===== src/rtl/core/tksd_pkg.sv =====
// Shared types, codes and constants of the terminal key sequence decoder.
package tksd_pkg;

    localparam int PARAM_BITS_DEF = 8;

    localparam int RQ_DEPTH = 4;
    localparam int RQ_PTR_W = $clog2(RQ_DEPTH);
    localparam int RQ_CNT_W = $clog2(RQ_DEPTH + 1);

    localparam logic REQ_BYTE    = 1'b0;
    localparam logic REQ_TIMEOUT = 1'b1;

    localparam logic [3:0] KEY_ESC   = 4'd0;
    localparam logic [3:0] KEY_ENTER = 4'd1;
    localparam logic [3:0] KEY_CHAR  = 4'd2;
    localparam logic [3:0] KEY_UP    = 4'd3;
    localparam logic [3:0] KEY_DOWN  = 4'd4;
    localparam logic [3:0] KEY_RIGHT = 4'd5;
    localparam logic [3:0] KEY_LEFT  = 4'd6;
    localparam logic [3:0] KEY_HOME  = 4'd7;
    localparam logic [3:0] KEY_END   = 4'd8;
    localparam logic [3:0] KEY_PGUP  = 4'd9;
    localparam logic [3:0] KEY_PGDN  = 4'd10;

    localparam logic [7:0] CH_ESC    = 8'h1B;
    localparam logic [7:0] CH_CR     = 8'h0D;
    localparam logic [7:0] CH_LF     = 8'h0A;
    localparam logic [7:0] CH_SPACE  = 8'h20;
    localparam logic [7:0] CH_DEL    = 8'h7F;
    localparam logic [7:0] CH_LBRACK = 8'h5B;
    localparam logic [7:0] CH_SS3    = 8'h4F;
    localparam logic [7:0] CH_TILDE  = 8'h7E;
    localparam logic [7:0] CH_ZERO   = 8'h30;
    localparam logic [7:0] CH_NINE   = 8'h39;
    localparam logic [7:0] CH_SEMI   = 8'h3B;
    localparam logic [7:0] CH_UP     = 8'h41;
    localparam logic [7:0] CH_DOWN   = 8'h42;
    localparam logic [7:0] CH_RIGHT  = 8'h43;
    localparam logic [7:0] CH_LEFT   = 8'h44;
    localparam logic [7:0] CH_HOME   = 8'h48;
    localparam logic [7:0] CH_END    = 8'h46;

    localparam int TP_HOME_A = 1;
    localparam int TP_HOME_B = 7;
    localparam int TP_END_A  = 4;
    localparam int TP_END_B  = 8;
    localparam int TP_PGUP   = 5;
    localparam int TP_PGDN   = 6;

    typedef struct packed {
        logic [3:0] key_code;
        logic [6:0] key_char;
        logic       modified;
        logic       last;
    } res_t;

    typedef struct packed {
        logic v0;
        logic v1;
        res_t r0;
        res_t r1;
    } push_t;

endpackage


===== src/rtl/core/tksd_if.sv =====
// Valid/ready channel interfaces for input beats and result beats.
interface tksd_in_if;
    logic       valid;
    logic       ready;
    logic       req_type;
    logic [7:0] byte_value;

    modport source (output valid, output req_type, output byte_value, input ready);
    modport sink (input valid, input req_type, input byte_value, output ready);
endinterface

interface tksd_out_if;
    logic       valid;
    logic       ready;
    logic [3:0] key_code;
    logic [6:0] key_char;
    logic       modified;
    logic       last;

    modport source (output valid, output key_code, output key_char, output modified,
                    output last, input ready);
    modport sink (input valid, input key_code, input key_char, input modified,
                  input last, output ready);
endinterface


===== src/rtl/core/tksd_decode.sv =====
// Decoder state registers and single-pass decode of one input beat.
module tksd_decode #(
    parameter int PARAM_BITS = tksd_pkg::PARAM_BITS_DEF
) (
    input  logic              clk,
    input  logic              rst_n,
    input  logic              fire,
    input  logic              req_type,
    input  logic [7:0]        byte_value,
    output tksd_pkg::push_t   push
);

    typedef enum logic [2:0] {
        PH_IDLE = 3'b001,
        PH_ESC  = 3'b010,
        PH_SEQ  = 3'b100
    } phase_t;

    typedef struct packed {
        logic          esc;
        logic          hit;
        tksd_pkg::res_t res;
    } idle_t;

    localparam int VW = PARAM_BITS + 4;
    localparam logic [VW-1:0] VMAX = VW'({PARAM_BITS{1'b1}});

    phase_t                phase_reg, phase_next;
    logic [PARAM_BITS-1:0] fp_reg, fp_next;
    logic                  closed_reg, closed_next;
    logic                  sep_reg, sep_next;

    logic [VW-1:0]         fp_ext;
    logic [VW-1:0]         fp_mac;
    idle_t                 idl;
    tksd_pkg::push_t       p;
    logic                  found;
    logic [3:0]            fcode;

    function automatic idle_t idle_key(input logic [7:0] b);
        idle_t r;
        r = '0;
        if (b == tksd_pkg::CH_ESC) begin
            r.esc = 1'b1;
        end else if (b == tksd_pkg::CH_CR || b == tksd_pkg::CH_LF) begin
            r.hit = 1'b1;
            r.res.key_code = tksd_pkg::KEY_ENTER;
        end else if (b >= tksd_pkg::CH_SPACE && b < tksd_pkg::CH_DEL) begin
            r.hit = 1'b1;
            r.res.key_code = tksd_pkg::KEY_CHAR;
            r.res.key_char = b[6:0];
        end
        return r;
    endfunction

    assign idl    = idle_key(byte_value);
    assign fp_ext = VW'(fp_reg);
    assign fp_mac = (fp_ext << 3) + (fp_ext << 1) + VW'(byte_value - tksd_pkg::CH_ZERO);

    // final byte lookup
    always_comb
    begin
        found = 1'b1;
        fcode = tksd_pkg::KEY_ESC;
        case (byte_value)
            tksd_pkg::CH_UP:    fcode = tksd_pkg::KEY_UP;
            tksd_pkg::CH_DOWN:  fcode = tksd_pkg::KEY_DOWN;
            tksd_pkg::CH_RIGHT: fcode = tksd_pkg::KEY_RIGHT;
            tksd_pkg::CH_LEFT:  fcode = tksd_pkg::KEY_LEFT;
            tksd_pkg::CH_HOME:  fcode = tksd_pkg::KEY_HOME;
            tksd_pkg::CH_END:   fcode = tksd_pkg::KEY_END;
            tksd_pkg::CH_TILDE:
            begin
                case (fp_reg) inside
                    PARAM_BITS'(tksd_pkg::TP_HOME_A), PARAM_BITS'(tksd_pkg::TP_HOME_B):
                        fcode = tksd_pkg::KEY_HOME;
                    PARAM_BITS'(tksd_pkg::TP_END_A), PARAM_BITS'(tksd_pkg::TP_END_B):
                        fcode = tksd_pkg::KEY_END;
                    PARAM_BITS'(tksd_pkg::TP_PGUP):
                        fcode = tksd_pkg::KEY_PGUP;
                    PARAM_BITS'(tksd_pkg::TP_PGDN):
                        fcode = tksd_pkg::KEY_PGDN;
                    default:
                        found = 1'b0;
                endcase
            end
            default: found = 1'b0;
        endcase
    end

    always_comb
    begin
        phase_next  = phase_reg;
        fp_next     = fp_reg;
        closed_next = closed_reg;
        sep_next    = sep_reg;
        p           = '0;
        if (fire) begin
            if (req_type == tksd_pkg::REQ_TIMEOUT) begin
                if (phase_reg == PH_ESC) begin
                    p.v0 = 1'b1;
                    p.r0.key_code = tksd_pkg::KEY_ESC;
                end
                phase_next  = PH_IDLE;
                fp_next     = '0;
                closed_next = 1'b0;
                sep_next    = 1'b0;
            end else begin
                case (phase_reg)
                    PH_ESC:
                    begin
                        fp_next     = '0;
                        closed_next = 1'b0;
                        sep_next    = 1'b0;
                        if (byte_value == tksd_pkg::CH_LBRACK ||
                            byte_value == tksd_pkg::CH_SS3) begin
                            phase_next = PH_SEQ;
                        end else begin
                            p.v0 = 1'b1;
                            p.r0.key_code = tksd_pkg::KEY_ESC;
                            p.v1 = idl.hit;
                            p.r1 = idl.res;
                            phase_next = idl.esc ? PH_ESC : PH_IDLE;
                        end
                    end
                    PH_SEQ:
                    begin
                        if (byte_value >= tksd_pkg::CH_ZERO && byte_value <= tksd_pkg::CH_NINE) begin
                            if (!closed_reg) begin
                                fp_next = (fp_mac > VMAX) ? {PARAM_BITS{1'b1}}
                                                          : fp_mac[PARAM_BITS-1:0];
                            end
                        end else if (byte_value == tksd_pkg::CH_SEMI) begin
                            closed_next = 1'b1;
                            sep_next    = 1'b1;
                        end else begin
                            p.v0 = found;
                            p.r0.key_code = fcode;
                            p.r0.modified = sep_reg;
                            phase_next  = PH_IDLE;
                            fp_next     = '0;
                            closed_next = 1'b0;
                            sep_next    = 1'b0;
                        end
                    end
                    default:
                    begin
                        p.v0 = idl.hit;
                        p.r0 = idl.res;
                        phase_next = idl.esc ? PH_ESC : PH_IDLE;
                    end
                endcase
            end
        end
        // tag the final result of this beat
        p.r0.last = !p.v1;
        p.r1.last = 1'b1;
    end

    assign push = p;

    always_ff @(posedge clk or negedge rst_n)
    begin
        if (!rst_n) begin
            phase_reg  <= PH_IDLE;
            fp_reg     <= '0;
            closed_reg <= 1'b0;
            sep_reg    <= 1'b0;
        end else begin
            phase_reg  <= phase_next;
            fp_reg     <= fp_next;
            closed_reg <= closed_next;
            sep_reg    <= sep_next;
        end
    end

endmodule


===== src/rtl/core/tksd_res_fifo.sv =====
// Result queue: takes up to two results per cycle, hands out one per beat.
module tksd_res_fifo (
    input  logic                           clk,
    input  logic                           rst_n,
    input  tksd_pkg::push_t                push,
    input  logic                           pop_ready,
    output logic                           room,
    output logic                           head_valid,
    output tksd_pkg::res_t                 head,
    output logic [tksd_pkg::RQ_CNT_W-1:0]  count
);

    localparam int PW = tksd_pkg::RQ_PTR_W;
    localparam int CW = tksd_pkg::RQ_CNT_W;

    tksd_pkg::res_t entry_reg [tksd_pkg::RQ_DEPTH];
    logic [PW-1:0]  wr_ptr_reg, wr_ptr_next;
    logic [PW-1:0]  rd_ptr_reg, rd_ptr_next;
    logic [CW-1:0]  count_reg, count_next;
    logic           pop;
    logic [CW-1:0]  push_n;

    assign pop         = (count_reg != '0) && pop_ready;
    assign push_n      = CW'(push.v0) + CW'(push.v1);
    assign wr_ptr_next = wr_ptr_reg + PW'(push_n);
    assign rd_ptr_next = rd_ptr_reg + PW'(pop);
    assign count_next  = count_reg + push_n - CW'(pop);

    assign room       = count_reg <= CW'(tksd_pkg::RQ_DEPTH - 2);
    assign head_valid = count_reg != '0;
    assign head       = entry_reg[rd_ptr_reg];
    assign count      = count_reg;

    always_ff @(posedge clk)
    begin
        if (push.v0) begin
            entry_reg[wr_ptr_reg] <= push.r0;
        end
        if (push.v1) begin
            entry_reg[wr_ptr_reg + PW'(push.v0)] <= push.r1;
        end
    end

    always_ff @(posedge clk or negedge rst_n)
    begin
        if (!rst_n) begin
            wr_ptr_reg <= '0;
            rd_ptr_reg <= '0;
            count_reg  <= '0;
        end else begin
            wr_ptr_reg <= wr_ptr_next;
            rd_ptr_reg <= rd_ptr_next;
            count_reg  <= count_next;
        end
    end

endmodule


===== src/rtl/core/terminal_key_sequence_decoder.sv =====
// Terminal key sequence decoder top level.
//
// in_ch carries one beat per terminal byte (req_type 0) or input-gap timeout
// (req_type 1). out_ch carries decoded keys: key_code, key_char for
// character keys, modified when the control sequence held a separator, and
// last on the final key caused by one input beat. One input beat yields zero,
// one or two output beats.
// The first key of an input beat is written into the result queue when the
// beat is taken and is offered from the queue head; a second key follows it.
// Throughput: one input beat per cycle while the queue has room and one
// output beat per cycle while out_ch is ready; the decode is a single pass
// between the state registers and a four-entry result queue. in_ch.ready is
// high while the queue has room for two results, so input keeps flowing while
// earlier keys wait. When out_ch stalls, queued keys hold and input stops once
// the queue cannot take two more results.
// Reset clears the decoder to idle with no partial sequence and empties
// the queue; the block takes input in the first cycle after reset.
module terminal_key_sequence_decoder #(
    parameter int PARAM_BITS = tksd_pkg::PARAM_BITS_DEF
) (
    input  logic        clk,
    input  logic        rst_n,
    tksd_in_if.sink     in_ch,
    tksd_out_if.source  out_ch
);

    logic                          fire;
    logic                          room;
    logic                          head_valid;
    tksd_pkg::res_t                head;
    tksd_pkg::push_t               push;
    logic [tksd_pkg::RQ_CNT_W-1:0] count;

    assign in_ch.ready = room;
    assign fire        = in_ch.valid && room;

    tksd_decode #(
        .PARAM_BITS (PARAM_BITS)
    ) u_decode (
        .clk        (clk),
        .rst_n      (rst_n),
        .fire       (fire),
        .req_type   (in_ch.req_type),
        .byte_value (in_ch.byte_value),
        .push       (push)
    );

    tksd_res_fifo u_fifo (
        .clk        (clk),
        .rst_n      (rst_n),
        .push       (push),
        .pop_ready  (out_ch.ready),
        .room       (room),
        .head_valid (head_valid),
        .head       (head),
        .count      (count)
    );

    assign out_ch.valid    = head_valid;
    assign out_ch.key_code = head.key_code;
    assign out_ch.key_char = head.key_char;
    assign out_ch.modified = head.modified;
    assign out_ch.last     = head.last;

`ifndef NO_ASSERTIONS
    a_second_needs_first: assert property (@(posedge clk) disable iff (!rst_n)
        push.v1 |-> push.v0)
        else $error("second result pushed without a first");

    a_timeout_single: assert property (@(posedge clk) disable iff (!rst_n)
        (fire && in_ch.req_type == tksd_pkg::REQ_TIMEOUT) |-> !push.v1)
        else $error("timeout produced two results");

    a_push_shows: assert property (@(posedge clk) disable iff (!rst_n)
        push.v0 |=> out_ch.valid)
        else $error("pushed result not offered on output");

    a_no_overflow: assert property (@(posedge clk) disable iff (!rst_n)
        count <= tksd_pkg::RQ_CNT_W'(tksd_pkg::RQ_DEPTH))
        else $error("result queue overflow");
`endif

endmodule

===== src/flat_wrapper.sv =====
// flat-port wrapper written by rule: the top's interface ports become plain ports
module terminal_key_sequence_decoder_flat 
#(
    parameter int PARAM_BITS = tksd_pkg::PARAM_BITS_DEF
)
  (clk, rst_n, in_ch_valid, in_ch_req_type, in_ch_byte_value, in_ch_ready, out_ch_valid, out_ch_key_code, out_ch_key_char, out_ch_modified, out_ch_last, out_ch_ready);
  tksd_in_if in_ch_i ();
  tksd_out_if out_ch_i ();
  input  logic clk;
  input  logic rst_n;
  input wire logic [$bits(in_ch_i.valid)-1:0] in_ch_valid;
  input wire logic [$bits(in_ch_i.req_type)-1:0] in_ch_req_type;
  input wire logic [$bits(in_ch_i.byte_value)-1:0] in_ch_byte_value;
  output wire logic [$bits(in_ch_i.ready)-1:0] in_ch_ready;
  output wire logic [$bits(out_ch_i.valid)-1:0] out_ch_valid;
  output wire logic [$bits(out_ch_i.key_code)-1:0] out_ch_key_code;
  output wire logic [$bits(out_ch_i.key_char)-1:0] out_ch_key_char;
  output wire logic [$bits(out_ch_i.modified)-1:0] out_ch_modified;
  output wire logic [$bits(out_ch_i.last)-1:0] out_ch_last;
  input wire logic [$bits(out_ch_i.ready)-1:0] out_ch_ready;
  assign in_ch_i.valid = in_ch_valid;
  assign in_ch_i.req_type = in_ch_req_type;
  assign in_ch_i.byte_value = in_ch_byte_value;
  assign in_ch_ready = in_ch_i.ready;
  assign out_ch_valid = out_ch_i.valid;
  assign out_ch_key_code = out_ch_i.key_code;
  assign out_ch_key_char = out_ch_i.key_char;
  assign out_ch_modified = out_ch_i.modified;
  assign out_ch_last = out_ch_i.last;
  assign out_ch_i.ready = out_ch_ready;
  terminal_key_sequence_decoder #(.PARAM_BITS(PARAM_BITS)) u_core (.clk(clk), .rst_n(rst_n), .in_ch(in_ch_i), .out_ch(out_ch_i));
endmodule

===== config.mk =====
export PLATFORM = sky130hd
export DESIGN_NAME = terminal_key_sequence_decoder_flat
export DESIGN_NICKNAME = d
export VERILOG_FILES = /design/src/rtl/core/tksd_pkg.sv /design/src/rtl/core/tksd_if.sv /design/src/rtl/core/tksd_decode.sv /design/src/rtl/core/tksd_res_fifo.sv /design/src/rtl/core/terminal_key_sequence_decoder.sv /design/src/flat_wrapper.sv
export SDC_FILE = /design/constraint.sdc
export NUM_CORES = 1
export LEC_CHECK = 0
export BUFFER_PORTS_ARGS = -buffer_cell sky130_fd_sc_hd__buf_4
export CORE_MARGIN = 3
export CORE_UTILIZATION = 60
export DETAILED_ROUTE_END_ITERATION = 6
export HOLD_SLACK_MARGIN = 0.06
export PLACE_DENSITY_LB_ADDON = 0.3
export SYNTH_ARGS = -nofsm -noshare
export SYNTH_HDL_FRONTEND = slang
export SYNTH_SLANG_ARGS = --single-unit

===== constraint.sdc =====
create_clock -name clk -period 3.8 [get_ports clk]
set_input_delay 0.57 -clock clk [delete_from_list [all_inputs] [get_ports clk]]
set_output_delay 0.57 -clock clk [all_outputs]
set_load 0.05 [all_outputs]

==> out/metrics.yaml, run 1 <==
status: "finished, violations left"
violations: "DRC"
grt_pass1_vias: 3377
startpoint_type: "input pin"
use_met1_pct: 34.8
syn_nets: 469
vdd_drop_max_v: 0.000366
grt_antenna_before_repair: 0
ys_types: 75
yosysSeqAreaShare_pct: 40.9
synth_enable_flop_cells: 36
ios: 28
htree_levels: 3
yosysWarningCount: 0
met2_usage_pct: 39.3
detail-route-antenna-nets: 0
area_delta_synth_final_pct: 12.3
grt_max_degree: 21
dp_cells: 547
grt-ovfl-total: 0
nets: 504
mostFrequentLayoutCell: "buf_4"
tightest_slew_ns: 0.869
dpl.hpwl_mm: 7.50
cts_root_buffer: "clkbuf_8"
busiest_layer: "met2"
drt_iter0_drc: 323
drive_above_1_share_pct: 19.2
grtUsageMet3_pct: 3.94
globalplace.congestion: 0.928
multi_input_area_sq_um: 2520
cts-hold-fix-buffers: 0
power.density_nw_per_um2: 543
seq_area_sq_um: 1880
path_clk_slew_ns: 0.08
drc: 2
grt_setup_unrepaired: "false"
numCtsBuffers: 9
required_ns: 4.04
synth_cells: 424
hold_viol: 0
p_leak_nw: 2.10
layout_common_cells: "44 x buf_4, 36 x edfxtp_1, 28 x nand2_1"
diodes: 0
min_period_over_period_pct: 88.5
final_cells: 563
grt_usage_pct: 25.0
critPathCaptureType: "register"
skew_ns: 0.00823
port_buffers: 27
fill_cells: 547
rows: 31
design_area_sq_um: 5160
r2r_cells: 14
setup_viol: 0
routed_via_density: 6.26
worstSetupPathType: "in2reg"
drt-total-wl_mm: 10.1
drt-wirelength-per-cell_um: 17.9
tns_ns: 0
drv_slew: 0
final_util_pct: 70.3
largest_reg_flops: 52
post_cts_resized: 0
insertion_delay_ns: 0.35
yosys_register_bits: 71
dieArea_sq_um: 8740
relSlewSlack_pct: 42.1
critPathMaxFanout: 6
start_util_pct: 62.6
cts_tree: "built"
cts_setup_buffers: 0
syn_area_sq_um: 4590
die_height_um: 93.5
syn_avg_cell_area_sq_um: 10.8
cp_data_arrival_time_ns: 3.60
power_mw: 2.80
first_pass_iters: 7
cts_sinks: 71
async_flop_share_pct: 26.8
die_width_um: 93.5
fin_crit_ns: 3.36
synthFlopType: "edfxtp_1"
clock.fmax_ghz: 0.297
core_sq_um: 7330
drv_cap: 0
vias: 3526
worst_hold_path_type: "in2async"
grt_first_pass_wirelength_mm: 16.8
clockBufferDepth: 2
placed_area_sq_um: 4950
Yosys cell counts, types with 8 or more instances:
master	n	share of area (%)
a22oi_1	9	1.5
o21ai_0	8	0.87
inv_1	24	2.0
a21oi_1	15	1.6
xnor2_1	9	1.7
dfxtp_1	16	7.0
o31ai_1	8	1.3
and2_1	11	1.5
ha_1	24	6.5
xor2_1	9	1.7
nand2_1	28	2.3
nor2_1	26	2.1
fa_1	8	3.5
nor2b_1	19	2.6
edfxtp_1	36	24
buf_2	11	1.2
dfrtp_1	18	9.8
mux4_2	13	6.4
cells by family after synthesis:
logic type      count (synthesis)  share of synthesized area (%)
compound gates                 97                           15.4
flops                          71                           40.9
buf+inv                        44                           4.14
xor+xnor                       18                           3.43
simple gates                  142                           18.1
fa+ha+maj                      32                           10.0
mux                            20                           7.96
worst max-delay path, stage by stage:
cell	delay, ns
buf_4	0.12
inv_1	0.12
ha_1	0.29
mux2_1	0.33
and3_4	0.21
a21oi_1	0.22
o21ai_1	0.11
nor2_1	0.17
ha_1	0.27
inv_1	0.06
ha_1	0.21
inv_1	0.06
ha_1	0.14
inv_1	0.05
fa_1	0.38
xor2_1	0.16
xnor2_1	0.13
through the flow:
stage          hold WS (ns)  setup WS, ns
5_1_grt              0.0812         0.178
3_5_place_dp          0.452        0.0797
4_1_cts              0.0756         0.438
2_1_floorplan         0.274         0.113
6_report             0.0810         0.438
3_3_place_gp          0.437         0.222
routing by layer:
layer / part of all wire [%] / wire length [um]
met1: 44 / 4430
met2: 48 / 4820
met3: 6.2 / 627
met4: 1.8 / 184
met5: 0 / 0
final timing paths:
kind,slack (ns),start,end
worst max-delay path,0.44,in_ch_byte_value[4],u_core.u_fifo.count[2]
worst min-delay path,0.08,rst_n,u_core.u_fifo.count[2]
worst max register to register,0.59,u_core.u_decode.fp_reg[3],u_core.u_fifo.count[2]
worst min register to register,0.47,u_core.u_fifo.entry_reg[1][12],u_core.u_fifo.entry_reg[1][12]
max in group asynchronous,3.45,rst_n,u_core.u_decode.phase_reg[0]
min in group clk,0.47,u_core.u_fifo.entry_reg[1][12],u_core.u_fifo.entry_reg[1][12]
final cells by class:
cell class,instances,area share [%]
Clock buffer,11,3.37
Clock inverter,5,0.704
Inverter,24,1.75
Multi-Input combinational cell,309,48.9
Sequential cell,71,36.4
Tap cell,99,2.40
Timing Repair Buffer,44,6.41
power breakdown:
part,internal [mW],switching [mW],leakage [nW]
Clock,0.319,0.294,0.110
Combinational,0.437,0.643,1.31
Sequential,0.945,0.163,0.676
Power figures use the tool's default switching activity.
==> run 2: changes to the inputs <==
BUFFER_PORTS_ARGS = default   (was -buffer_cell sky130_fd_sc_hd__buf_4)
CORE_ASPECT_RATIO = 1.5   (was default)
CTS_BUF_LIST = sky130_fd_sc_hd__clkbuf_8   (was default)
DONT_BUFFER_PORTS = 1   (was default)
==> out/metrics.yaml, run 2 (same netlist as run 1, synthesis figures left out) <==
drt-wirelength-per-cell_um: 18.7  # was 17.9 um
port_buffers: 0  # was 27
critPathCaptureType: "register"  # unchanged
relSlewSlack_pct: 41.1  # was 42.1%
core_sq_um: 7320  # was 7330 sq um
drv_cap: 0  # unchanged
largest_reg_flops: 52  # unchanged
dpl.hpwl_mm: 7.60  # was 7.50 mm
vdd_drop_max_v: 0.000390  # was 0.000366 V
cts_tree: "built"  # unchanged
detail-route-antenna-nets: 0  # unchanged
cp_num_buf_inv: 4  # was 5
setup_viol: 0  # unchanged
r2r_start: "u_core.u_decode.fp_reg[3]"  # unchanged
grt_max_degree: 21  # unchanged
mostFrequentLayoutCell: "edfxtp_1"  # was buf_4
first_pass_iters: 5  # was 7
hold_viol: 0  # unchanged
holdPathStages: 1
grt_first_pass_wirelength_mm: 16.7  # was 16.8 mm
grt_setup_unrepaired: "false"  # unchanged
worstSetupPathType: "in2reg"  # unchanged
routed_via_density: 6.27  # was 6.26
drv_slew: 0  # unchanged
post_cts_resized: 0  # unchanged
tns_ns: 0  # unchanged
nets: 473  # was 504
globalplace.congestion: 0.905  # was 0.928
r2r_cells: 14  # unchanged
drc: 0  # was 2
die_width_um: 77.4  # was 93.5 um
min_from: "in_ch_req_type"
design_area_sq_um: 4920  # was 5160 sq um
grt-ovfl-total: 0  # unchanged
rr_endpoint: "u_core.u_fifo.count[2]"  # unchanged
diodes: 0  # unchanged
critPathMaxFanout: 6  # unchanged
hold_path_end: "u_core.u_decode.phase_reg[2]"
cp_data_arrival_time_ns: 3.66  # was 3.60 ns
crit_path_top_delay_cell: "a221oi_2"  # was fa_1
die_height_um: 113  # was 93.5 um
skew_ns: 0.00601  # was 0.00823 ns
start_util_pct: 62.7  # was 62.6%
placed_area_sq_um: 4710  # was 4950 sq um
min_period_over_period_pct: 90.3  # was 88.5%
htree_levels: 3  # unchanged
tightest_slew_ns: 0.881  # was 0.869 ns
ios: 28  # unchanged
fill_cells: 594  # was 547
dieArea_sq_um: 8760  # was 8740 sq um
insertion_delay_ns: 0.35  # about the same
worst_hold_path_type: "in2reg"  # was in2async
area_delta_synth_final_pct: 7.22  # was 12.3%
cts_root_buffer: "clkbuf_8"  # unchanged
fin_crit_ns: 3.43  # was 3.36 ns
cp-startpoint: "in_ch_byte_value[4]"  # unchanged
status: "finished clean"  # was finished, violations left
grt_pass1_vias: 3397  # was 3,377
crit_chain: "inv_1 > ha_1 > a311oi_1 > o31ai_2 > a221oi_2 > nor2_1 > ha_1 > inv_1 > ha_1 > inv_1 > ha_1 > inv_1 > fa_1 > xor2_1 > xnor2_1"  # was buf_4 > inv_1 > ha_1 > mux2_1 > and3_4 > a21oi_1 > o21ai_1 > nor2_1 > ha_1 > inv_1 > ha_1 > inv_1 > ha_1 > inv_1 > fa_1 > xor2_1 > xnor2_1
path_clk_slew_ns: 0.07  # was 0.08 ns
rrSetupSlack_ns: 0.45  # was 0.59 ns
drive_above_1_share_pct: 13.2  # was 19.2%
seq_area_sq_um: 1880  # unchanged
grt_usage_pct: 24.3  # was 25.0%
power.density_nw_per_um2: 539  # was 543 nW/um^2
drt-total-wl_mm: 9.95  # was 10.1 mm
clock.fmax_ghz: 0.292  # was 0.297 GHz
grt_antenna_before_repair: 0  # unchanged
layout_common_cells: "36 x edfxtp_1, 28 x nand2_1, 26 x nor2_1"  # was 44 x buf_4, 36 x edfxtp_1, 28 x nand2_1
required_ns: 4.03  # was 4.04 ns
multi_input_area_sq_um: 2520  # unchanged
crit_family: "adder cells"  # unchanged
cpPeakStageDelay_ns: 0.47  # was 0.38 ns
startpoint_type: "input pin"  # unchanged
numCtsBuffers: 9  # unchanged
rows: 38  # was 31
cts_sinks: 71  # unchanged
clockBufferDepth: 2  # unchanged
vias: 3341  # was 3,526
drt_iter0_drc: 221  # was 323
p_leak_nw: 1.95  # was 2.10 nW
[run 2: routing by layer]
layer | vias up | GRT usage (%) | wire length (um)
li1 | 1589 | - | -
met1 | 1659 | 28.3 | 3970
met2 | 74 | 43.2 | 5380
met3 | 19 | 4.78 | 339
met4 | 0 | 10.6 | 253
met5 | - | 0 | 0
[run 2: area by class of cell]
class	instances	share of cell area (%)
clock inverters	5	1.12
clock buffers	11	3.07
well taps	100	2.54
repair buffers	13	2.03
multi-input cells	309	51.3
flip-flops and latches	71	38.1
inverters	24	1.83
[run 2: worst max path at each step]
stage                             endpoint  slack, ns  cells past startpoint
floorplan           u_core.u_fifo.count[2]       0.11                     15
global placement    u_core.u_fifo.count[2]       0.26                     15
detailed placement  u_core.u_fifo.count[2]      0.003                     15
CTS                 u_core.u_fifo.count[2]       0.38                     15
global route        u_core.u_fifo.count[2]       0.12                     16
finish              u_core.u_fifo.count[2]       0.37                     15
[run 2: worst register-to-register path, stage by stage, from the launching register on]
cell and delay, ns:
dfrtp_1 0.52, inv_1 0.16, a311oi_1 0.29, o22ai_1 0.15
a221oi_2 0.43, nor2_1 0.14, ha_1 0.33, inv_1 0.05
ha_1 0.26, inv_1 0.06, ha_1 0.13, inv_1 0.05
fa_1 0.37, xor2_1 0.16, xnor2_1 0.14
[run 2: what timing repair did]
item,in CTS,in global routing
hold endpoints to repair,19,0
endpoints found under the setup margin,0,0
hold buffers,1,0
setup buffers,0,0
[run 2: where the power goes]
group          switching, mW  total, mW  internal [mW]  leakage [nW]
Combinational          0.603      0.931          0.328          1.16
Sequential             0.162       1.11          0.946         0.676
Clock                  0.279      0.617          0.338         0.110
Total                   1.04       2.66           1.61          1.95
[run 2: metrics by stage]
stage / total power [mW] / std cells / setup slack (ns) / hold WS (ns) / utilization (%)
after floorplan: 1.89 / 424 / 0.113 / 0.274 / -
after global placement: 2.02 / 516 / 0.256 / 0.275 / 64.3
after detailed placement: 2.06 / 516 / 0.00304 / 0.275 / 64.3
after CTS: 2.68 / 533 / 0.378 / 0.306 / 67.2
after global routing: 2.80 / 533 / 0.116 / 0.308 / 67.2
final: 2.66 / 533 / 0.370 / 0.320 / 67.2
==> run 3: changes to the inputs <==
==> constraint.sdc (replaced) <==
create_clock -name clk -period 3.8 [get_ports clk]
set_input_delay 0.19 -clock clk [delete_from_list [all_inputs] [get_ports clk]]
set_output_delay 0.19 -clock clk [all_outputs]
set_load 0.05 [all_outputs]
==> out/metrics.yaml, run 3 (same netlist as run 1, synthesis figures left out) <==
cts_tree: "built"  # unchanged
placed_area_sq_um: 4660  # was 4710 sq um
dp_cells: 510  # was 516
relSlewSlack_pct: 40.7  # was 41.1%
seq_area_sq_um: 1880  # unchanged
final_util_pct: 68.5  # was 67.2%
worst_hold_path_type: "in2reg"  # unchanged
worstSetupPathType: "reg2reg"  # was in2reg
drt-total-wl_mm: 9.83  # was 9.95 mm
crit_path_top_delay_cell: "dfrtp_1"  # was a221oi_2
clockBufferDepth: 2  # unchanged
clock.fmax_ghz: 0.298  # was 0.292 GHz
htree_levels: 3  # unchanged
detail-route-antenna-nets: 0  # unchanged
layout_common_cells: "36 x edfxtp_1, 28 x nand2_1, 26 x nor2_1"  # unchanged
largest_reg_flops: 52  # unchanged
power.density_nw_per_um2: 549  # was 539 nW/um^2
crit_top_cell: "inv_1"
required_ns: 4.04  # was 4.03 ns
drv_slew: 0  # unchanged
ios: 28  # unchanged
first_pass_iters: 5  # unchanged
drt_iter0_drc: 254  # was 221
grt-ovfl-total: 0  # unchanged
skew_ns: 0.00984  # was 0.00601 ns
drt-wirelength-per-cell_um: 18.3  # was 18.7 um
fill_cells: 576  # was 594
setup_viol: 0  # unchanged
grt_usage_pct: 24.3  # about the same
core_sq_um: 7320  # unchanged
die_height_um: 113  # unchanged
critPathMaxFanout: 9  # was 6
cts_setup_buffers: 0  # unchanged
hold_ws_ns: 0.0970  # was 0.320 ns
multi_input_area_sq_um: 2520  # unchanged
dieArea_sq_um: 8760  # unchanged
path_clk_slew_ns: 0.08  # was 0.07 ns
cts_root_buffer: "clkbuf_8"  # unchanged
rrSetupSlack_ns: 0.44  # was 0.45 ns
drv_cap: 0  # unchanged
critPathCaptureType: "register"  # unchanged
mostFrequentLayoutCell: "edfxtp_1"  # unchanged
hold_viol: 0  # unchanged
design_area_sq_um: 5010  # was 4920 sq um
crit_family: "adder cells"  # unchanged
vias: 3309  # was 3,341
grt_setup_unrepaired: "false"  # unchanged
drc: 0  # unchanged
diodes: 0  # unchanged
port_buffers: 0  # unchanged
routed_via_density: 6.16  # was 6.27
nets: 477  # was 473
cp_data_arrival_time_ns: 3.60  # was 3.66 ns
globalplace.congestion: 0.913  # was 0.905
die_width_um: 77.4  # unchanged
status: "finished clean"  # unchanged
grt_pass1_vias: 3406  # was 3,397
grt_first_pass_wirelength_mm: 16.6  # was 16.7 mm
area_delta_synth_final_pct: 9.21  # was 7.22%
drive_above_1_share_pct: 11.7  # was 13.2%
tns_ns: 0  # unchanged
cts_sinks: 71  # unchanged
crit_chain: "inv_1 > a311oi_1 > o22ai_1 > a221oi_2 > nor2_1 > ha_1 > inv_1 > ha_1 > inv_1 > ha_1 > inv_1 > fa_1 > xor2_1 > xnor2_1"  # was inv_1 > ha_1 > a311oi_1 > o31ai_2 > a221oi_2 > nor2_1 > ha_1 > inv_1 > ha_1 > inv_1 > ha_1 > inv_1 > fa_1 > xor2_1 > xnor2_1
tightest_slew_ns: 0.887  # was 0.881 ns
vdd_drop_max_v: 0.000461  # was 0.000390 V
start_util_pct: 62.7  # unchanged
cpPeakStageDelay_ns: 0.52  # was 0.47 ns
cp_num_buf_inv: 4  # unchanged
p_leak_nw: 1.98  # was 1.95 nW
grt_antenna_before_repair: 0  # unchanged
post_cts_resized: 0  # unchanged
startpoint_type: "register"  # was input pin
numCtsBuffers: 9  # unchanged
rows: 38  # unchanged
final_cells: 537  # was 533
grt_max_degree: 20  # was 21
min_period_over_period_pct: 88.3  # was 90.3%
fin_crit_ns: 3.36  # was 3.43 ns
dpl.hpwl_mm: 7.12  # was 7.60 mm
insertion_delay_ns: 0.36  # was 0.35 ns
==> run 3: what timing repair did <==
action                                  4_1_cts  5_1_grt
endpoints found under the setup margin        0        0
hold buffers                                 11        0
hold endpoints to repair                     43        0
==> run 3: worst register-to-register path: cells and delay by family, from the launching register on <==
family | cells | cell delay (ns)
adder cells (fa/ha/maj) | 4 | 1.09
AO/OA/AOI/OAI | 3 | 0.92
XOR/XNOR | 2 | 0.29
buffers and inverters | 4 | 0.30
flip-flops | 1 | 0.52
AND/OR/NAND/NOR | 1 | 0.13
==> run 3: path summary, 6_finish.rpt <==
kind / start / endpoint / cells past startpoint
hold reg to reg: u_core.u_fifo.entry_reg[2][12] / u_core.u_fifo.entry_reg[2][12] / 2
max in group asynchronous: rst_n / u_core.u_decode.fp_reg[6] / 1
min in group asynchronous: rst_n / u_core.u_fifo.rd_ptr_reg[1] / 1
hold / removal: in_ch_byte_value[6] / u_core.u_fifo.entry_reg[1][8] / 1
setup reg to reg: u_core.u_decode.fp_reg[3] / u_core.u_fifo.count[2] / 14
setup / recovery: u_core.u_decode.fp_reg[3] / u_core.u_fifo.count[2] / 14
==> run 3: area by class of cell <==
cell class	instances	area share, %
multi-input combinational	309	50.3
sequential	71	37.5
timing repair buffer	17	3.09
tap	100	2.50
clock buffer	9	2.47
clock inverter	7	2.37
inverter	24	1.80
==> run 3: report_power, final <==
part           leakage [nW]  internal [mW]  switching [mW]
Sequential            0.676          0.946           0.155
Clock                 0.124          0.438           0.294
Combinational          1.18          0.324           0.593
Total                  1.98           1.71            1.04
==> run 3: stage by stage <==
step	setup WS (ns)	total power, mW
3_3_place_gp	0.552	2.00
2_1_floorplan	0.113	1.89
4_1_cts	0.445	2.78
6_report	0.443	2.75
3_5_place_dp	0.402	2.03
5_1_grt	0.170	2.89
==> run 3: routing by layer <==
| layer | routed length [um] | vias to the layer above | GRT usage, % |
|---|---|---|---|
| li1 | - | 1600 | - |
| met1 | 4080 | 1616 | 27.9 |
| met2 | 5110 | 75 | 43.0 |
| met3 | 383 | 18 | 4.22 |
| met4 | 263 | 0 | 12.5 |
| met5 | 0 | - | 0 |
